==> config.mk <==
export PLATFORM = sky130hd
export DESIGN_NAME = svfs_queue
export DESIGN_NICKNAME = d
export VERILOG_FILES = /design/src/sv/stereo_volume_fade_silence_assert.svh /design/src/sv/svfs_pkg.sv /design/src/sv/svfs_queue.sv
export SDC_FILE = /design/constraint.sdc
export NUM_CORES = 1
export LEC_CHECK = 0
export ABC_AREA = 1
export BUFFER_PORTS_ARGS = -buffer_cell sky130_fd_sc_hd__buf_2
export CAP_MARGIN = 20
export CORE_ASPECT_RATIO = 0.9
export CORE_MARGIN = 1
export CORE_UTILIZATION = 40
export CTS_CLUSTER_DIAMETER = 50
export DETAILED_ROUTE_END_ITERATION = 12
export HOLD_SLACK_MARGIN = 0.15
export PLACE_DENSITY_LB_ADDON = 0.1
export REMOVE_ABC_BUFFERS = 1
export SLEW_MARGIN = 20
export SYNTH_ARGS = -nofsm -noshare
export SYNTH_HDL_FRONTEND = slang
export SYNTH_SLANG_ARGS = --single-unit
==> constraint.sdc <==
create_clock -name clk -period 4.5 [get_ports clk]
set_clock_uncertainty 0.15 [all_clocks]
set_input_delay 0 -clock clk [delete_from_list [all_inputs] [get_ports clk]]
set_output_delay 0 -clock clk [all_outputs]
set_load 0.05 [all_outputs]
==> src/sv/stereo_volume_fade_silence_assert.svh <==
// Assertion macros shared by the stereo volume block.
// They expect signals named clk and arst_n in the using scope.
`ifndef STEREO_VOLUME_FADE_SILENCE_ASSERT_SVH
`define STEREO_VOLUME_FADE_SILENCE_ASSERT_SVH

// Consequent must hold in the same cycle as the antecedent.
`define SVFS_ASSERT_SAME(lbl, ante, cons) \
	lbl: assert property (@(posedge clk) disable iff (!arst_n) (ante) |-> (cons)) \
		else $error("assertion failed");

// Consequent must hold in the cycle after the antecedent.
`define SVFS_ASSERT_NEXT(lbl, ante, cons) \
	lbl: assert property (@(posedge clk) disable iff (!arst_n) (ante) |=> (cons)) \
		else $error("assertion failed");

`endif

==> src/sv/svfs_pkg.sv <==
// ----------------------------------------------------------------------------
// svfs_pkg
// Types, register codes and table helpers for the stereo volume block.
// ----------------------------------------------------------------------------
package svfs_pkg;

	localparam logic [2:0] REG_REL_VOLUME     = 3'd0;
	localparam logic [2:0] REG_FADE_MODE      = 3'd1;
	localparam logic [2:0] REG_FADING_ENABLED = 3'd2;
	localparam logic [2:0] REG_PLAY_FOREVER   = 3'd3;
	localparam logic [2:0] REG_TRACK_LENGTH   = 3'd4;
	localparam logic [2:0] REG_FADE_LENGTH    = 3'd5;

	localparam logic [1:0] FADE_NONE = 2'd0;
	localparam logic [1:0] FADE_LIN  = 2'd1;
	localparam logic [1:0] FADE_LOG  = 2'd2;

	localparam logic [15:0] GAIN_ONE  = 16'h8000;
	localparam int          LIN_STEPS = 15;

	typedef struct packed {
		logic [15:0] rel_volume;
		logic [1:0]  fade_mode;
		logic        fading_enabled;
		logic        play_forever;
		logic [31:0] track_length;
		logic [31:0] fade_length;
	} cfg_t;

	// One classified request as it waits between front and back.
	typedef struct packed {
		logic signed [15:0] sample_a;
		logic signed [15:0] sample_b;
		logic [15:0]        buffer_frames;
		logic               last;
		logic               fade;
		logic [33:0]        pos;
	} item_t;

	typedef struct packed {
		logic [1:0] count;
		logic       full;
	} q_stat_t;

	typedef struct packed {
		logic busy;
	} back_stat_t;

	// Per-entry ratio r in Q31 with r^depth just at or above one tenth.
	function automatic logic [63:0] exp_ratio(input int depth);
		logic [63:0] lo, hi, mid, acc;
		lo = 64'd0;
		hi = 64'd2147483648;
		while (lo < hi) begin
			mid = (lo + hi + 64'd1) >> 1;
			acc = 64'd2147483648;
			for (int i = 0; i < depth; i++) acc = (acc * mid) >> 31;
			if (acc >= 64'd214748365) lo = mid;
			else hi = mid - 64'd1;
		end
		return lo;
	endfunction

	function automatic logic [15:0] exp_entry(input logic [63:0] ratio, input int idx);
		logic [63:0] p;
		p = 64'd2147483648;
		for (int i = 0; i < idx; i++) p = (p * ratio) >> 31;
		return 16'((p + 64'd32768) >> 16);
	endfunction

endpackage

==> src/sv/svfs_queue.sv <==
// ----------------------------------------------------------------------------
// svfs_queue
// Two-entry request queue between the front and the back.
// ----------------------------------------------------------------------------
module svfs_queue import svfs_pkg::*; (
	input  logic    clk,
	input  logic    arst_n,
	input  logic    push,
	input  item_t   push_item,
	input  logic    pop,
	output item_t   head,
	output logic    head_valid,
	output q_stat_t stat
);

	item_t      mem_q [2];
	logic       wr_q;
	logic       rd_q;
	logic [1:0] cnt_q;

	assign head       = mem_q[rd_q];
	assign head_valid = cnt_q != 2'd0;
	assign stat.count = cnt_q;
	assign stat.full  = cnt_q == 2'd2;

	always_ff @(posedge clk) begin
		if (push) begin
			mem_q[wr_q] <= push_item;
		end
	end

	always_ff @(posedge clk or negedge arst_n) begin
		if (!arst_n) begin
			wr_q  <= 1'b0;
			rd_q  <= 1'b0;
			cnt_q <= '0;
		end else begin
			if (push) wr_q <= !wr_q;
			if (pop) rd_q <= !rd_q;
			cnt_q <= cnt_q + 2'(push) - 2'(pop);
		end
	end

endmodule

; ---- After elaboration in Yosys (flattened, before gate mapping)
; Memories as Yosys holds them, arrays and structs flattened.
; Index checks and enable logic that the tools add are counted.
[totals]
register_bits = 4
ramBits = 168
memories = 1
[op_classes]
add_sub_neg = 2
n_eq_ne = 1
muxes = 2
reduce_logical = 3
[mem_list]
columns = memory, words, width, rd, rd_ports_with_merged_regs, wr, line
row1 = mem_q, 2, 84, 1, 0, 1, svfs_queue.sv:16  ; item_t mem_q [2];
[ops]
columns = operator, count
row1 = 2-bit by 1-bit adder with 2-bit output, 1
row2 = 2-bit equality test (second input constant), 1
row3 = 1-bit logical NOT, 2
row4 = 1-bit two-way mux, 2
row5 = 2-bit nonzero test, 1
row6 = 2-bit by 1-bit subtractor with 2-bit output, 1

; ---- Logic depth before layout (Yosys ltp)
; Gate-level depths: netlist of run 1.
[depth]
depth_word = 2
ltp_mapped = 7
ltp_nobuf = 7

; ---- Least setup slack after synthesis of run 1
; No wires, ideal clock.
[synth_path]
path_kind = flip-flop to flip-flop
from = reg wr_q
to = mem mem_q[0][0] in the netlist's numbering, enable pin
setup_ns = 0.529
arrival_ns = 3.913
required_time_ns = 3.821
setup_slack_ns = -0.092
path_stages_with_launch = 2
path_cell_list = dfrtp_1 > nor2_1
[synth_rtl]
columns = item, line
row1 = "start, declared", svfs_queue.sv:17  ; logic wr_q;
row2 = "start signal, assigned", svfs_queue.sv:38  ; if (push) wr_q <= !wr_q;
row3 = "end, declared", svfs_queue.sv:16
; No word-level cell before the write port.

==> results of run 1 <==
-- layout make-up --
type	count	share of cell area (%)
clock buffers	21	4.60
repair buffers	321	24.2
inverters	91	3.58
clock inverters	11	1.51
flip-flops and latches	172	53.7
well taps	207	2.70
multi-input cells	182	9.63
-- registers in the layout, indices dropped and copies added, names as in the netlist --
signal	flops
mem_q	168
cnt_q	2
rd_q	1
wr_q	1
-- final timing paths --
path / from / end / slack, ns / cells after the start
setup / recovery: rd_q / head[33] / 1.83 / 4
hold / removal: push_item[13] / mem_q[1][13] / 0.17 / 2
setup reg to reg: wr_q / mem_q[1][56] / 2.35 / 3
hold reg to reg: wr_q / wr_q / 0.41 / 1
max in group asynchronous: arst_n / rd_q / 3.66 / 3
min in group asynchronous: arst_n / cnt_q[0] / 0.34 / 3
-- layer usage --
metal / up-vias / track usage [%] / routed length [µm]
met5: - / 0 / 0
met4: 0 / 6.94 / 184
met3: 15 / 4.92 / 887
met2: 123 / 26.5 / 6370
met1: 2021 / 19.3 / 5500
li1: 2213 / - / -
-- worst max-delay path: stages (launching register included) --
cell and delay (ns):
dfrtp_4 1.08, buf_4 0.49, nand2_1 0.08, o21ai_0 0.10, buf_2 0.29
-- cells by family after synthesis --
logic type               synth area share (%)
flip-flops                               78.1
buffers and inverters                    8.00
AND/OR/NAND/NOR                          5.38
AO/OA/AOI/OAI                            7.86
XOR/XNOR                                0.266
adder cells (fa/ha/maj)                 0.380
-- power groups by stage --
stage / registers, mW / logic [mW] / clock network [mW]
CTS: 2.34 / 2.76 / 1.48
detailed placement: 2.38 / 2.66 / 0
global route: 2.39 / 2.93 / 1.53
floorplan: 2.44 / 1.97 / 0
global placement: 2.36 / 2.64 / 0
finish: 2.34 / 2.73 / 1.44
-- synth_stat cells --
cell type	number
buf_6	11
edfxtp_1	168
inv_1	91
o21ai_0	50
buf_12	1
dfrtp_1	4
o21ai_2	26
nand3_1	1
nand2_1	91
xor2_1	2
clkbuf_1	5
nor2_1	2
buf_4	1
ha_1	2
buf_8	1
o21ai_1	8
==> flow_summary_export.csv, run 1 <==
group,metric,value,unit
grt,antenna_found_initial,0,
pwr,ir_drop,0.519,mV
synth,yosys_warnings,0,
route,avgRoutedWirePerCell,12.9,µm
sta,min_period,2.67,ns
placed_design,dp_hpwl,7850,µm
placed_design,portBuffers,175,
placed_design,dpl_worst_slack,2.24,ns
pwr,finalPower,6.50,mW
synth,ys_seq_elements,172,
clocking,insertion_delay,0.41,ns
setup_path,cp_max_fo,101,
clocking,htree_levels,4,
pwr,p_int,3.60,mW
cells_and_area,seqCellArea,5150,µm²
sta,fin_ws,1.83,ns
cells_and_area,layout_commonest_cell,"buf_2",
setup_path,arrival,2.52,ns
synth,syn-cell-area,6590,µm²
grt,grt_pass1_vias,4261,
die,initial_utilization,40.8,%
placed_design,dp.cells,833,
grt,grtUsageTotal,16.0,%
pwr,p_sw,2.90,mW
clocking,clock-sinks,172,
route,ant_nets,0,
cells_and_area,mostFrequentLayoutCells,"buf_2, edfxtp_1, dlygate4sd3_1",
cells_and_area,final_nets,875,
die,rows,44,
grt,grt.overflow.total,0,
clocking,clk_pin_slew,0.06,ns
placed_design,placed_area,7590,µm²
cells_and_area,finish.utilization,59.4,%
sta,final-setup-viol-count,0,
sta,rsz0062_at_grt,"no",
route,vias,4372,
pwr,p_sw_share,44.6,%
pwr,power_frac_clock,22.1,%
synth,synth_area_per_cell,14.2,µm²
route,drt-initial-drc-count,216,
sta,slew_viol_final,0,
cells_and_area,fin_area,9580,µm²
run,max_cap_violations,0,
cells_and_area,multiInputGateArea,922,µm²
setup_path,crit_path_end_kind,"primary output",
pwr,leakagePower,4.08,nW
setup_path,path_class,"reg -> out",
route,drc,0,
sta,hold_viol,0,
cells_and_area,n_fill_cell,1299,
sta,holdWs,0.168,ns
die,top_level_ports,176,
clocking,cts_buffer_depth,2,
pwr,pwr-share-seq,35.9,%
placed_design,gp_congestion,0.687,
cells_and_area,area_delta_synth_final,45.5,%
clocking,cts_tree,"built",
synth,syn_inst,464,
sta,min_period_over_period,59.3,%
cells_and_area,finalNonFillerCells,1005,
sta,slew_headroom,32.1,%
route,wl,12900,µm
setup_path,cp-start-kind,"register",
pwr,p_comb_share,42.0,%
clocking,cts_buffers,17,
synth,synth_largest_area_cell,"edfxtp_1",
clocking,cts_resized,0,
die,die_x,137,µm
clocking,clock-root-buffer,"clkbuf_16",
cells_and_area,drive_gt1_share,29.8,%
synth,synth_cell_types,16,
synth,seq_area_frac_synth,78.1,%
synth,synthTopCellsByArea,"edfxtp_1, inv_1, nand2_1, o21ai_0, o21ai_2",
cells_and_area,antennaDiodeCount,0,
hold_path,hp-class,"in -> reg",
die,dieArea,17000,µm²
sta,worst_pin_slew,1.02,ns
clocking,ctsHoldBuffers,139,
setup_path,required,4.35,ns
status,status,"finished clean",
sta,fin_setup_tns,0,ns
die,core_area,16100,µm²
synth,synth.top_cell.area_share,76.6,%
clocking,postCtsSetupBuffers,0,
route,viasPerCell,4.35,
grt,grt_pass1_wl,20100,µm
grt,grt_max_degree,102,
pwr,powerDensity,679,nW/µm²
sta,clock.fmax,0.375,GHz
die,die_height,124,µm
route,detailedRoute.firstPassIterationCount,7,
Power figures use the tool's default switching activity.
==> run 2: changes to the inputs <==
--- a/config.mk
+++ b/config.mk
@@ -5,7 +5,7 @@
 export SDC_FILE = /design/constraint.sdc
 export NUM_CORES = 1
 export LEC_CHECK = 0
-export ABC_AREA = 1
+export ABC_AREA = 0
 export BUFFER_PORTS_ARGS = -buffer_cell sky130_fd_sc_hd__buf_2
 export CAP_MARGIN = 20
 export CORE_ASPECT_RATIO = 0.9
==> constraint.sdc (replaced) <==
create_clock -name clk -period 2.35 [get_ports clk]
set_clock_uncertainty 0.15 [all_clocks]
set_input_delay 0 -clock clk [delete_from_list [all_inputs] [get_ports clk]]
set_output_delay 0 -clock clk [all_outputs]
set_load 0.05 [all_outputs]
==> flow_summary_export.csv, run 2 <==
group,metric,value,unit
sta,hold_viol,0,
synth,synth_largest_area_cell,"edfxtp_1",
clocking,postCtsSetupBuffers,0,
cells_and_area,top_register,"mem_q",
synth,yosys_warnings,0,
status,status,"finished clean",
pwr,leakagePower,3.51,nW
route,drt-initial-drc-count,167,
cells_and_area,layout_commonest_cell,"buf_2",
sta,worst_pin_slew,0.549,ns
hold_path,hp-class,"in -> reg",
grt,grt_pass1_wl,18600,µm
run,max_cap_violations,0,
clocking,insertion_delay,0.41,ns
placed_design,placed_area,7440,µm²
clocking,clock-sinks,172,
synth,synth.top_cell.area_share,80.5,%
route,viasPerCell,4.43,
cells_and_area,n_fill_cell,1239,
route,drc,0,
sta,clock.fmax,0.470,GHz
grt,grt_max_degree,46,
setup_path,cp-start-kind,"register",
synth,synth_top_family_by_area,"multiplexers",
synth,seq_area_frac_synth,82.1,%
sta,slew_viol_final,0,
route,detailedRoute.firstPassIterationCount,4,
placed_design,dp.cells,650,
grt,grt_pass1_vias,3797,
sta,fin_setup_tns,0,ns
route,top_layer_used,"met4",
synth,syn-cell-area,6270,µm²
clocking,cts_resized,0,
die,dieArea,16200,µm²
sta,slew_headroom,63.4,%
synth,synth_cell_types,14,
die,core_area,15400,µm²
setup_path,crit_path_end_kind,"primary output",
route,wl_met2,5890,µm
clocking,cts_tree,"built",
pwr,ir_drop,0.687,mV
synth,synth-simple-area-share,0.399,%
route,met3_length,782,µm
sta,final-setup-viol-count,0,
die,initial_utilization,40.7,%
clocking,cts_buffers,17,
cells_and_area,finish.utilization,59.5,%
route,wl_met1,5190,µm
placed_design,dp_hpwl,7190,µm
route,vias,3534,
die,die_height,121,µm
setup_path,path_class,"reg -> out",
cells_and_area,largest_reg_flops,168,
synth,synth_compound_area_share,0,%
cells_and_area,area_delta_synth_final,45.9,%
clocking,cts_buffer_depth,2,
synth,postSynth.asyncResetShare,2.33,%
synth,synth_adder_area_share,0.399,%
die,die_x,134,µm
setup_path,arrival,1.98,ns
grt,antenna_found_initial,0,
cells_and_area,mostFrequentLayoutCells,"buf_2, edfxtp_1, dlygate4sd3_1",
clocking,ctsHoldBuffers,115,
synth,synth.area.mux_share,15.1,%
pwr,powerDensity,1270,nW/µm²
die,top_level_ports,176,
cells_and_area,drive_gt1_share,41.2,%
synth,syn_inst,276,
placed_design,portBuffers,175,
cells_and_area,antennaDiodeCount,0,
synth,ys_seq_elements,172,
cells_and_area,fin_area,9150,µm²
setup_path,required,2.20,ns
synth,synthTopCellsByArea,"edfxtp_1, mux2_1, mux2_2, dfrtp_1, buf_6",
synth,synth_edf_count,168,
sta,holdWs,0.167,ns
route,avgRoutedWirePerCell,15.0,µm
synth,synth_ff_type,"edfxtp_1",
die,rows,43,
grt,grt.overflow.total,0,
sta,rsz0062_at_grt,"no",
sta,min_period,2.13,ns
cells_and_area,final_nets,672,
synth,yosysMostFrequentCell,"edfxtp_1",
clocking,htree_levels,4,
grt,grtUsageTotal,15.5,%
synth,synth_xor_area_share,0.659,%
route,ant_nets,0,
placed_design,gp_congestion,0.704,
clocking,clk_pin_slew,0.06,ns
route,wl,12000,µm
cells_and_area,finalNonFillerCells,797,
setup_path,cp_max_fo,37,
sta,min_period_over_period,90.6,%
cells_and_area,reg_top3,"mem_q (168), cnt_q (2)",
synth,synth_area_per_cell,22.7,µm²
synth,synth_common_cells,"edfxtp_1, mux2_1, mux2_2, buf_6, dfrtp_1",
clocking,clock-root-buffer,"clkbuf_16",
## run 2: final timing paths
path | from | endpoint | slack, ns | cells after the start
hold / removal | push_item[39] | mem_q[1][39] | 0.17 | 2
min in group asynchronous | arst_n | wr_q | 0.34 | 3
max in group asynchronous | arst_n | rd_q | 1.51 | 3
setup reg to reg | wr_q | mem_q[1][52] | 0.68 | 2
hold reg to reg | wr_q | wr_q | 0.40 | 1
setup / recovery | rd_q | head[54] | 0.22 | 3
## run 2: kinds of logic after synthesis
group / after synthesis
XOR/XNOR: 3
adder cells (fa/ha/maj): 2
buffers and inverters: 11
flip-flops: 172
multiplexers: 84
AND/OR/NAND/NOR: 4
## run 2: worst max-delay path: stages, from the launching register on
cell and delay (ns):
dfrtp_4 0.67, buf_12 0.28, mux2_1 0.38, buf_2 0.22
## run 2: layout make-up
| type | instances | area [µm²] | share of cell area [%] |
|---|---|---|---|
| Timing Repair Buffer | 296 | 2130 | 23.3 |
| Tap cell | 202 | 253 | 2.76 |
| Clock buffer | 19 | 433 | 4.73 |
| Sequential cell | 172 | 5150 | 56.3 |
| Multi-Input combinational cell | 93 | 1050 | 11.4 |
| Clock inverter | 13 | 125 | 1.37 |
| Inverter | 2 | 7.51 | 0.0821 |
## run 2: power breakdown
| group | internal (mW) | switching, mW | leakage (nW) |
|---|---|---|---|
| Clock | 1.55 | 1.07 | 0.263 |
| Sequential | 4.07 | 0.221 | 1.62 |
| Combinational | 1.33 | 3.36 | 1.62 |
| Total | 6.95 | 4.66 | 3.51 |
## run 2: metrics by stage
step,setup WS [ns],total power [mW]
global route,0.114,12.1
CTS,0.168,11.7
global placement,0.626,8.92
floorplan,-2.46,7.84
detailed placement,0.623,8.95
finish,0.222,11.6
## run 2: metal layers
layer  up-vias  track usage [%]
met4         0             4.90
met2       108             26.3
met1      1717             18.4
li1       1703                -
met5         -                0
met3         6             5.45
