<file path="config.mk">
export PLATFORM = sky130hd
export DESIGN_NAME = svfs_front_flat
export DESIGN_NICKNAME = d
export VERILOG_FILES = /design/src/sv/stereo_volume_fade_silence_assert.svh /design/src/sv/svfs_pkg.sv /design/src/sv/svfs_intf.sv /design/src/sv/svfs_front.sv /design/src/flat_wrapper.sv
export SDC_FILE = /design/constraint.sdc
export NUM_CORES = 1
export LEC_CHECK = 0
export BUFFER_PORTS_ARGS = -buffer_cell sky130_fd_sc_hd__buf_2
export CORE_MARGIN = 2
export CORE_UTILIZATION = 58
export CTS_CLUSTER_DIAMETER = 150
export DETAILED_ROUTE_END_ITERATION = 6
export GPL_TIMING_DRIVEN = 1
export PLACE_DENSITY = 0.88
export REMOVE_ABC_BUFFERS = 1
export SYNTH_ARGS = -nofsm -noshare
export SYNTH_HDL_FRONTEND = slang
export SYNTH_SLANG_ARGS = --single-unit
</file>
<file path="constraint.sdc">
create_clock -name clk -period 18.5 [get_ports clk]
set_input_delay 4.625 -clock clk [delete_from_list [all_inputs] [get_ports clk]]
set_output_delay 4.625 -clock clk [all_outputs]
set_load 0.05 [all_outputs]
</file>
<file path="src/sv/stereo_volume_fade_silence_assert.svh">
// Assertion macros shared by the stereo volume block.
// They expect signals named clk and arst_n in the using scope.
`ifndef STEREO_VOLUME_FADE_SILENCE_ASSERT_SVH
`define STEREO_VOLUME_FADE_SILENCE_ASSERT_SVH

// Consequent must hold in the same cycle as the antecedent.
`define SVFS_ASSERT_SAME(lbl, ante, cons) \
	lbl: assert property (@(posedge clk) disable iff (!arst_n) (ante) |-> (cons)) \
		else $error("assertion failed");

// Consequent must hold in the cycle after the antecedent.
`define SVFS_ASSERT_NEXT(lbl, ante, cons) \
	lbl: assert property (@(posedge clk) disable iff (!arst_n) (ante) |=> (cons)) \
		else $error("assertion failed");

`endif

</file>
<file path="src/sv/svfs_pkg.sv">
// ----------------------------------------------------------------------------
// svfs_pkg
// Types, register codes and table helpers for the stereo volume block.
// ----------------------------------------------------------------------------
package svfs_pkg;

	localparam logic [2:0] REG_REL_VOLUME     = 3'd0;
	localparam logic [2:0] REG_FADE_MODE      = 3'd1;
	localparam logic [2:0] REG_FADING_ENABLED = 3'd2;
	localparam logic [2:0] REG_PLAY_FOREVER   = 3'd3;
	localparam logic [2:0] REG_TRACK_LENGTH   = 3'd4;
	localparam logic [2:0] REG_FADE_LENGTH    = 3'd5;

	localparam logic [1:0] FADE_NONE = 2'd0;
	localparam logic [1:0] FADE_LIN  = 2'd1;
	localparam logic [1:0] FADE_LOG  = 2'd2;

	localparam logic [15:0] GAIN_ONE  = 16'h8000;
	localparam int          LIN_STEPS = 15;

	typedef struct packed {
		logic [15:0] rel_volume;
		logic [1:0]  fade_mode;
		logic        fading_enabled;
		logic        play_forever;
		logic [31:0] track_length;
		logic [31:0] fade_length;
	} cfg_t;

	// One classified request as it waits between front and back.
	typedef struct packed {
		logic signed [15:0] sample_a;
		logic signed [15:0] sample_b;
		logic [15:0]        buffer_frames;
		logic               last;
		logic               fade;
		logic [33:0]        pos;
	} item_t;

	typedef struct packed {
		logic [1:0] count;
		logic       full;
	} q_stat_t;

	typedef struct packed {
		logic busy;
	} back_stat_t;

	// Per-entry ratio r in Q31 with r^depth just at or above one tenth.
	function automatic logic [63:0] exp_ratio(input int depth);
		logic [63:0] lo, hi, mid, acc;
		lo = 64'd0;
		hi = 64'd2147483648;
		while (lo < hi) begin
			mid = (lo + hi + 64'd1) >> 1;
			acc = 64'd2147483648;
			for (int i = 0; i < depth; i++) acc = (acc * mid) >> 31;
			if (acc >= 64'd214748365) lo = mid;
			else hi = mid - 64'd1;
		end
		return lo;
	endfunction

	function automatic logic [15:0] exp_entry(input logic [63:0] ratio, input int idx);
		logic [63:0] p;
		p = 64'd2147483648;
		for (int i = 0; i < idx; i++) p = (p * ratio) >> 31;
		return 16'((p + 64'd32768) >> 16);
	endfunction

endpackage

</file>
<file path="src/sv/svfs_intf.sv">
// ----------------------------------------------------------------------------
// svfs_intf
// Frame, result and configuration channels of the stereo volume block.
// ----------------------------------------------------------------------------
interface svfs_frame_if;
	logic               valid;
	logic               ready;
	logic signed [15:0] sample_a;
	logic signed [15:0] sample_b;
	logic [15:0]        buffer_frames;
	logic               last_of_buffer;
	modport source(output valid, sample_a, sample_b, buffer_frames, last_of_buffer,
		input ready);
	modport sink(input valid, sample_a, sample_b, buffer_frames, last_of_buffer,
		output ready);
endinterface


</file>
<file path="src/sv/svfs_front.sv">
// ----------------------------------------------------------------------------
// svfs_front
// Tracks buffer time, decides the fade per buffer and computes fade position.
// ----------------------------------------------------------------------------
module svfs_front import svfs_pkg::*; (
	input  logic  clk,
	input  logic  arst_n,
	input  cfg_t  cfg_i,
	input  q_stat_t q_stat,
	svfs_frame_if.sink frames,
	output logic  push,
	output item_t push_item
);

	logic [31:0] fbb_q;
	logic [15:0] fib_q;
	logic        fade_q;
	logic [32:0] t;
	logic [33:0] here;
	logic        fade_now;

	assign frames.ready = !q_stat.full;
	assign push = frames.valid && frames.ready;

	always_comb begin
		t = {1'b0, fbb_q} + 33'(frames.buffer_frames);
		here = {1'b0, t} + 34'(fib_q);
		if (fib_q == 16'd0) begin
			fade_now = cfg_i.fading_enabled && !cfg_i.play_forever &&
				(cfg_i.fade_mode inside {FADE_LIN, FADE_LOG}) &&
				(t >= {1'b0, cfg_i.track_length});
		end else begin
			fade_now = fade_q;
		end
		push_item.sample_a      = frames.sample_a;
		push_item.sample_b      = frames.sample_b;
		push_item.buffer_frames = frames.buffer_frames;
		push_item.last          = frames.last_of_buffer;
		push_item.fade          = fade_now;
		push_item.pos           = (here > 34'(cfg_i.track_length)) ?
			here - 34'(cfg_i.track_length) : 34'd0;
	end

	always_ff @(posedge clk or negedge arst_n) begin
		if (!arst_n) begin
			fbb_q  <= '0;
			fib_q  <= '0;
			fade_q <= 1'b0;
		end else if (push) begin
			fade_q <= fade_now;
			if (frames.last_of_buffer) begin
				fib_q <= '0;
				fbb_q <= t[32] ? 32'hFFFF_FFFF : t[31:0];
			end else begin
				fib_q <= fib_q + 16'd1;
			end
		end
	end

endmodule

</file>
<file path="src/flat_wrapper.sv">
// flat-port wrapper written by rule: the top's interface ports become plain ports
module svfs_front_flat import svfs_pkg::*;
  (clk, arst_n, cfg_i, q_stat, push, push_item, frames_valid, frames_sample_a, frames_sample_b, frames_buffer_frames, frames_last_of_buffer, frames_ready);
  svfs_frame_if frames_i ();
  input  logic clk;
  input  logic arst_n;
  input  cfg_t cfg_i;
  input  q_stat_t q_stat;
  output logic push;
  output item_t push_item;
  input wire logic [$bits(frames_i.valid)-1:0] frames_valid;
  input wire logic [$bits(frames_i.sample_a)-1:0] frames_sample_a;
  input wire logic [$bits(frames_i.sample_b)-1:0] frames_sample_b;
  input wire logic [$bits(frames_i.buffer_frames)-1:0] frames_buffer_frames;
  input wire logic [$bits(frames_i.last_of_buffer)-1:0] frames_last_of_buffer;
  output wire logic [$bits(frames_i.ready)-1:0] frames_ready;
  assign frames_i.valid = frames_valid;
  assign frames_i.sample_a = frames_sample_a;
  assign frames_i.sample_b = frames_sample_b;
  assign frames_i.buffer_frames = frames_buffer_frames;
  assign frames_i.last_of_buffer = frames_last_of_buffer;
  assign frames_ready = frames_i.ready;
  svfs_front u_core (.clk(clk), .arst_n(arst_n), .cfg_i(cfg_i), .q_stat(q_stat), .frames(frames_i), .push(push), .push_item(push_item));
endmodule
</file>
# Yosys cells after proc, flatten, opt, wreduce, memory -nomap -nowiden
# Cells that the tools add are included.
dict set report op_classes {
  n_reduce_logical 9
  n_eq_ne 2
  magnitude_cmp 2
  n_addsub 4
  mux 4
}
# op count
set op_table {}
lappend op_table {{$add 33x16->34} 1}
lappend op_table {{$gt 34x32->1} 1}
lappend op_table {{$mux 34} 1}
lappend op_table {{$sub 34x32->34} 1}
lappend op_table {{$add 32x16->33} 1}
lappend op_table {{$ge 33x32->1} 1}
lappend op_table {{$mux 32} 1}
lappend op_table {{$add 16x1->16 const B} 1}
lappend op_table {{$logic_not 16->1} 1}
lappend op_table {{$mux 16} 1}
lappend op_table {{$logic_and 1x1->1} 4}
lappend op_table {{$eq 2x1->1 const B} 1}
lappend op_table {{$eq 2x2->1 const B} 1}
lappend op_table {{$logic_not 1->1} 2}
lappend op_table {{$reduce_and 2->1} 1}
lappend op_table {{$reduce_bool 2->1} 1}
lappend op_table {{$mux 1} 1}
dict set report totals {
  ff_bits 49
  word_cells 24
}

# Longest topological paths before layout
# Gate-level depths: netlist of the first run.
dict set report logic_depth {
  depth_word 5
  depth_mapped 31
}

# Least setup slack after synthesis of the first run
# OpenSTA, ideal clock, no wires.
dict set report synth_path {
  kind {input port to output port}
  from {input port frames_buffer_frames[0]}
  to {output port push_item[3] in the netlist's numbering}
  path_slack_ps 3406
  stages 27
  t_arrival_ps 10469
  path_cell_list {ha_1 > inv_1 > fa_1 > nand2b_1 > a21oi_1 > o2111ai_1 > a21boi_0 > nor2_1 > xnor2_1 > ha_1 > nand4_1 > a21oi_1 > o21ai_0 > o211ai_1 > nand3_1 > nor4_1 > nand2_1 > xnor2_1 > ha_1 > clkbuf_1 > nand3_1 > nor4_1 > a211oi_1 > o21a_1 > a31oi_1 > a311oi_4 > nor3_1}
}
# item line
set synth_rtl {}
lappend synth_rtl {{start, declared} flat_wrapper.sv:14} ;# input wire logic [$bits(frames_i.buffer_frames)-1:0] frames_buffer_frames;
lappend synth_rtl {{end, declared} flat_wrapper.sv:10} ;# output item_t push_item;

==> results by stage, run 1 <==
Run status:
- The run finished with clean final reports.

Timing:
- The minimum clock period after layout is 16.04 ns.
- The number of max-slew violations in the final report came to 0.
- The number of endpoints failing setup at the final stage is 0.
- The relative max-transition margin is 0.251.
- Setup repair after global routing left no endpoint under its margin.
- The setup TNS after final layout is 0 ns.
- The worst-case clock skew is 0.00477 ns.
- The transition time of the tightest slew-check pin is 1.12 ns.
- Timing would allow up to 62.3 MHz.
- Of the available clock period, the critical path in the final layout requires 0.867.
- The hold violation count in the final report was 0.

Place:
- The congestion estimate from routability-driven global placement came to 0.967.
- The half-perimeter wire length after detailed placement is 17600 um.
- The count of port buffers added during placement is 110.
- Summing all placed instances gives a cell area of 0.00777 mm2.

Layout:
- The count of inserted antenna diode cells is 0.
- The layout-stage area growth over the synthesis result is 6.30%.
- The net count reported at finish is 1280.
- The total of fill cells in the finished design is 1131.
- The register area is 0.00123 mm2.
- In the final layout, the share of cells above drive strength 1 is 0.135.
- The utilization after layout is 0.631.
- Summing all non-filler instances in the final layout gives an area of 0.00796 mm2.
- Summing all multi-input logic gate instances after layout gives 0.00552 mm2.

Clocking:
- The total of hold buffers inserted after clock tree synthesis is 0.
- The H-tree depth is 2.
- The clock transition at the register clock pins on the worst setup and hold paths after CTS is 0.07 ns.
- The number of clock sinks seen by CTS is 49.
- The insertion delay of the later-clocked pin in the worst-skew pair is 0.30 ns.
- TritonCTS built the clock tree.
- The count of instances resized after the clock tree is built is 0.
- The root cell of the clock tree is clkbuf_16.
- The setup fix buffers added after clock tree synthesis is 0.
- The clock buffer count from CTS is 5.
- The number of buffers on the longest clock path is 2.

Worst setup path:
- The largest single stage delay on the critical path is 0.43 ns.
- Of all nets on the critical path, the largest fanout is 32.
- The startpoint-to-endpoint class of the critical path is input pin to output port.
- The cell depth of the worst flop-to-flop path is 19.
- The kind of cell with the highest combined delay along the critical path is compound AO/OA/AOI/OAI gates.
- In this design, the critical path's most frequently occurring cell is ha_1.
- The number of buffer and inverter stages on the critical path is 4.
- STA classifies the critical path startpoint as an input pin.
- The worst setup path is captured at an output port.
- The endpoint arrival time on the critical path is 11.42 ns.
- The logic depth of the worst path, buffers included is 29.
- The cell with the largest stage delay on the worst path is xnor2_1.
- Data on the critical path is required at its endpoint by 13.88 ns.

Min path:
- The worst hold path passes through 2 cells.
- The path type of the worst min-delay path is flip-flop to flip-flop.

Detailed routing:
- For this run, design rule violations remaining after detail routing come to 0.
- The routed length per instance is 17.7 um.
- The first-pass detailed-route iteration total is 5.
- The detailed router placed 7336 vias in this run.
- The count of nets left with antenna violations once routing finished came out at 0.
- The number of vias per cell is 6.06.
- For this block, the initial DRC count from the detailed router was 881.
- The final layout contains routed wiring with a total length of 21500 um.

Yosys:
- After technology mapping, the gate count stands at 996.
- By area the synthesized netlist is led by ha_1 17%, dfrtp_1 16%, xnor2_1 6.0%, buf_4 5.3%, a21oi_1 5.1%.
- The number of distinct library cells after synthesis is 71.
- Counting flops with an async set or reset pin after synthesis yields a share of 1.00.
- The number of synthesis warnings is 0.
- The summed instance area of the synthesized netlist is 0.00749 mm2.
- The share of the Yosys chip area taken by registers is 0.164.
- In this run the mean area of a mapped cell was 7.52 um2.
- For this run, the leading register cell type out of synthesis is dfrtp_1.
- Yosys mapped a number of flops with a built-in enable equal to 0.
- The fraction of post-synthesis cell area in the top cell type by area is 0.167.
- The register bit count reported by yosys is 49.
- ha_1 takes more of the synthesized area than any other cell.

GRT:
- The initial antenna violation count is 0.
- Summed over all layers, the global routing overflow is 0.
- The largest net degree at the start of global routing is 50.
- The via count of the first global-routing pass came to 6773.
- The combined global-route utilization of all metal layers is 0.305.
- The global-route wire length before repair is 34700 um.

Die:
- From bottom edge to top edge, the die measures 118 um.
- The area of the die is 0.0138 mm2.
- In this run the core area contains 41 standard-cell rows.
- The total core area is 0.0126 mm2.
- The starting utilization of the core area is 0.594.
- For this design the top-level I/O count stands at 225.
- The floorplan step set the die width to 118 um.

Pwr:
- The total chip power is 1.25 mW.
- Power spread over the standard cell area amounts to 157 mW/mm2.
- Summed over all cells, the static leakage comes to 4.02 nW.
- VDD sags by at most 0.0000674 V.

Flow run:
- The number of maximum-capacitance constraint violations is 0.
==> cells in the final DEF, fill, tap and decap left out, types with 5 or more instances in the layout <==
cell type,count
xnor2_1,51
o21ai_0,63
nand2b_1,15
o2111ai_1,5
a211oi_1,9
nor2_1,86
or3_1,10
dfrtp_1,49
xor2_1,36
clkbuf_16,5
nand4_1,24
nand3_1,29
buf_2,110
o21ai_1,5
a21o_1,36
o21a_1,8
nor4_1,6
and3_1,15
and2_1,8
nor2b_1,14
a31oi_1,16
inv_1,60
nand2_1,98
ha_1,100
and4_1,6
o31ai_1,6
nor3_1,16
o211ai_1,7
a21oi_1,76
==> cells by family after synthesis <==
group	synth area share
buf+inv	0.100
fa+ha+maj	0.175
flops	0.164
mux	0.00134
xor+xnor	0.104
compound gates	0.228
simple gates	0.228
==> worst reg2reg max path, stage by stage, from the launching register on <==
cell and delay [ns]:
dfrtp_1 0.35, ha_1 0.23, inv_1 0.07, fa_1 0.40, nand2b_1 0.18, a21oi_1 0.26, nor3b_1 0.10, o21ai_1 0.38
o21ai_1 0.28, xnor2_1 0.54, ha_1 0.35, a21o_1 0.16, a21o_1 0.17, a21oi_1 0.13, nor2_1 0.06, a211oi_1 0.22
o221ai_1 0.15, a21o_1 0.20, a21oi_1 0.25, o31ai_1 0.12
==> metrics by stage <==
stage	worst slack (ns)	cells	hold slack, ns
finish	2.46	1211	0.477
global route	1.84	1211	0.496
CTS	2.62	1211	0.476
detailed placement	2.67	1203	0.462
global placement	2.76	1203	0.454
floorplan	3.27	917	0.443
==> registers in the layout, indices dropped and copies added (netlist names) <==
register and flops:
u_core.fbb_q 32, u_core.fib_q 16, u_core.fade_q 1
==> path summary, 6_finish.rpt <==
path	start	endpoint	slack [ns]
max in group asynchronous	arst_n	u_core.fbb_q[26]	13.27
min in group asynchronous	arst_n	u_core.fib_q[1]	4.55
max reg2reg	u_core.fbb_q[0]	u_core.fade_q	13.81
max	frames_buffer_frames[0]	push_item[3]	2.46
min reg2reg	u_core.fbb_q[15]	u_core.fbb_q[15]	0.48
min	u_core.fbb_q[15]	u_core.fbb_q[15]	0.48
==> power by group <==
part / total, mW / switching (mW) / leakage [nW] / internal [mW]
Sequential: 0.151 / 0.0212 / 0.632 / 0.130
Clock: 0.119 / 0.0420 / 0.0938 / 0.0773
Combinational: 0.980 / 0.588 / 3.29 / 0.392
==> routing by layer <==
| metal | global-route usage | routed length, um | vias up |
|---|---|---|---|
| li1 | - | - | 3586 |
| met1 | 0.390 | 9040 | 3324 |
| met2 | 0.470 | 9250 | 379 |
| met3 | 0.123 | 2570 | 45 |
| met4 | 0.0836 | 534 | 2 |
| met5 | 0.0515 | 94 | - |
==> cell type report <==
cell class,count,area share
inverter,61,0.0288
timing repair buffer,114,0.0729
clock buffer,5,0.0157
multi-input combinational,807,0.693
clock inverter,3,0.00817
tap,172,0.0270
sequential,49,0.154
==> synthesized netlist by cell type (2+ instances only) <==
cell	instances
ha_1	100
nand2_1	98
nor2_1	86
a21oi_1	76
o21ai_0	63
inv_1	60
buf_4	53
xnor2_1	51
dfrtp_1	49
a21o_1	36
xor2_1	36
nand3_1	29
nand4_1	24
a31oi_1	16
clkbuf_1	16
nor3_1	16
and3_1	15
nand2b_1	15
nor2b_1	14
or3_1	10
a211oi_1	9
and2_1	8
buf_2	8
o21a_1	8
nor4_1	7
o211ai_1	7
and4_1	6
o31ai_1	6
o2111ai_1	5
o21ai_1	5
nand3b_1	4
nor3b_1	4
o21bai_1	4
fa_1	3
o22a_1	3
or2_2	3
a211o_1	2
a21boi_0	2
a31oi_2	2
and4b_1	2
buf_6	2
o21ai_2	2
o22ai_1	2
or4_1	2
Power figures use the tool's default switching activity.
==> inputs of run 2 (changes only) <==
==> constraint.sdc (replaced) <==
create_clock -name clk -period 18.8 [get_ports clk]
set_input_delay 4.7 -clock clk [delete_from_list [all_inputs] [get_ports clk]]
set_output_delay 4.7 -clock clk [all_outputs]
set_load 0.05 [all_outputs]
==> results by stage, run 2 (synthesized netlist as in run 1, its figures left out) <==
Die:
- The horizontal die dimension is 118 um (unchanged).
- The starting utilization of the core area is 0.594 (unchanged).
- The total core area is 0.0126 mm2 (unchanged).
- The area of the die is 0.0138 mm2 (unchanged).
- The y dimension of the die is 118 um (unchanged).
- The row count is 41 (unchanged).
- The boundary pin count came to 225 (unchanged).

Clocking:
- The total of hold buffers inserted after clock tree synthesis is 0 (unchanged).
- The setup fix buffers added after clock tree synthesis came to 0 (unchanged).
- The number of buffers on the longest clock path came to 2 (unchanged).
- The insertion delay of the later-clocked pin in the worst-skew pair is 0.30 ns (about the same).
- The clock buffer count from CTS is 5 (unchanged).
- The count of instances resized after the clock tree is built was 0 (unchanged).
- TritonCTS built the clock tree.
- The clock transition at the register clock pins on the worst setup and hold paths after CTS is 0.07 ns (about the same).
- The root buffer cell chosen for the clock tree is clkbuf_16.
- The H-tree depth is 2 (unchanged).
- The number of clock sinks seen by CTS is 49 (unchanged).

Layout:
- The register area is 0.00123 mm2 (unchanged).
- The net count reported at finish is 1280 (unchanged).
- The count of inserted antenna diode cells was 0 (unchanged).
- The library cell used most frequently in the layout, excluding fill and tap cells, is buf_2.
- The total of fill cells in the finished design is 1115 (-1.4%).
- The final instance area is 0.00792 mm2 (-0.53%).
- The flip-flop count of the largest register after layout came to 32 (unchanged).
- The area occupied by multi-input gates was 0.00552 mm2 (unchanged).
- The fraction of layout cells with a size suffix above 1 came to 0.135 (unchanged).
- The most flop-heavy register is u_core.fbb_q.
- In the layout the commonest cells are 110 x buf_2, 100 x ha_1, 98 x nand2_1, 86 x nor2_1, 76 x a21oi_1.
- From synthesis to final layout, the design area changed by 5.73%.
- The largest registers in the layout are u_core.fbb_q (32), u_core.fib_q (16), u_core.fade_q (1).
- The number of standard cells in the layout, taps in and fillers out is 1211 (unchanged).

Timing:
- Setup repair after global routing left no endpoint under its margin.
- The number of endpoints failing setup at the final stage is 0 (unchanged).
- The least setup slack across all paths after layout is 2.57 ns (+0.119 ns).
- The hold violation count in the final report is 0 (unchanged).
- The setup TNS after final layout is 0 ns (unchanged).
- The relative max-transition margin is 0.245 (-0.00641).
- The worst-case clock skew is 0.00664 ns (+0.00188 ns).
- The post-route fraction of the period consumed by the critical path is 0.863.
- The number of max-slew violations in the final report is 0 (unchanged).
- The transition time of the tightest slew-check pin is 1.13 ns (+0.00962 ns).
- For the finished layout, the period the worst path requires is 16.23 ns.
- Timing would allow up to 61.6 MHz.

Place:
- The total placed cells including tap cells is 1203 (unchanged).
- The pre-CTS setup slack came to 2.82 ns (+0.153 ns).
- The half-perimeter wire length after detailed placement was 17700 um (+0.84%).
- The count of port buffers added during placement is 110 (unchanged).
- The placer congestion estimate is 0.967 (about the same).
- The cell area reported after detailed placement is 0.00777 mm2 (unchanged).

GRT:
- The initial antenna violation count came to 0 (unchanged).
- The largest net degree at the start of global routing was 50 (unchanged).
- The via count of the first global-routing pass was 6686 (-1.3%).
- The combined global-route utilization of all metal layers was 0.300 (-0.00514).
- The global-route wire length before repair was 34000 um (-1.9%).
- The global route total overflow is 0 (unchanged).

Detailed routing:
- The met2 wirelength from detailed routing is 9200 um (-0.57%).
- The number of remaining DRC errors came to 0 (unchanged).
- The number of DRC markers after the initial detailed-route iteration came to 778 (-12%).
- The uppermost layer routed is met5.
- The total wire length after detailed routing came to 21500 um (-0.11%).
- The routed length per instance is 17.7 um (-0.11%).
- The first-pass detailed-route iteration total was 5 (unchanged).
- The remaining antenna violation count is 0 (unchanged).
- The routed metal-1 wirelength is 8910 um (-1.4%).
- The amount of wire on met3 after detailed routing is 2680 um (+4.5%).
- The number of vias per cell was 6.03 (-0.46%).
- The number of vias in the routed layout was 7302 (-0.46%).

Worst setup path:
- The stage delay of the slowest cell on the critical path is 0.42 ns (about the same).
- The cell depth of the worst flop-to-flop path is 19 (unchanged).
- The worst setup path is captured at an output port.
- The maximum fanout encountered on the critical timing path is 32 (unchanged).
- The startpoint-to-endpoint class of the critical path is input pin to output port.
- The endpoint arrival time on the critical path is 11.53 ns (+0.11 ns).
- Among all stages on the critical path, the largest delay is contributed by xnor2_1.
- By instance count, the cell type seen most on the critical path is ha_1.
- The worst setup path is launched from an input pin.
- The required time reported for the critical path endpoint is 14.10 ns (+0.22 ns).

Pwr:
- The highest ir drop seen on vdd came to 0.0000732 V (+8.6%).
- The total leakage power is 3.98 nW (-0.79%).
- The total power density per cell area is 152 mW/mm2 (-2.9%).

Min path:
- The tightest min-delay check is of the flip-flop to flip-flop type.
- The number of cells on the worst hold path is 2 (unchanged).

Flow run:
- The number of maximum-capacitance constraint violations was 0 (unchanged).

Run status:
- The flow ran to the end, and the final reports show no timing, DRC or antenna violations.
-- run 2: area by class of cell --
| type | instances | area share |
|---|---|---|
| clock buffer | 5 | 0.0158 |
| clock inverter | 3 | 0.00284 |
| inverter | 61 | 0.0289 |
| multi-input combinational | 807 | 0.697 |
| sequential | 49 | 0.155 |
| tap | 172 | 0.0272 |
| timing repair buffer | 114 | 0.0733 |
-- run 2: per-layer routing --
metal  up-vias  GRT usage
met2       358      0.462
li1       3593          -
met3        40      0.124
met5         -     0.0588
met4         2     0.0866
met1      3309      0.380
-- run 2: worst paths after layout --
path                                     to  slack (ns)               startpoint
setup / recovery               push_item[3]        2.57  frames_buffer_frames[0]
hold / removal              u_core.fbb_q[2]        0.48          u_core.fbb_q[2]
setup reg to reg              u_core.fade_q       14.09          u_core.fbb_q[0]
hold reg to reg             u_core.fbb_q[2]        0.48          u_core.fbb_q[2]
max in group asynchronous  u_core.fbb_q[28]       13.48                   arst_n
min in group asynchronous   u_core.fib_q[1]        4.63                   arst_n
-- run 2: power by group --
part	internal, mW	total (mW)	switching, mW
clock network	0.0493	0.0909	0.0416
logic	0.387	0.969	0.582
registers	0.128	0.148	0.0201
-- run 2: worst max-delay path, delay by kind of cell --
kind,cells,cell delay [ns]
xor gates and xnor gates,2,0.57
buffers and inverters,4,0.74
and+or+nand+nor,9,1.80
AOI/OAI and AO/OA,10,2.36
adders and majority gates,4,1.32
-- run 2: metrics by stage --
stage | total power [mW] | util | hold WS, ns
5_1_grt | 1.32 | 0.628 | 0.496
3_5_place_dp | 1.09 | 0.616 | 0.463
2_1_floorplan | 0.882 | - | 0.443
6_report | 1.21 | 0.628 | 0.476
4_1_cts | 1.19 | 0.628 | 0.478
3_3_place_gp | 1.07 | 0.616 | 0.454
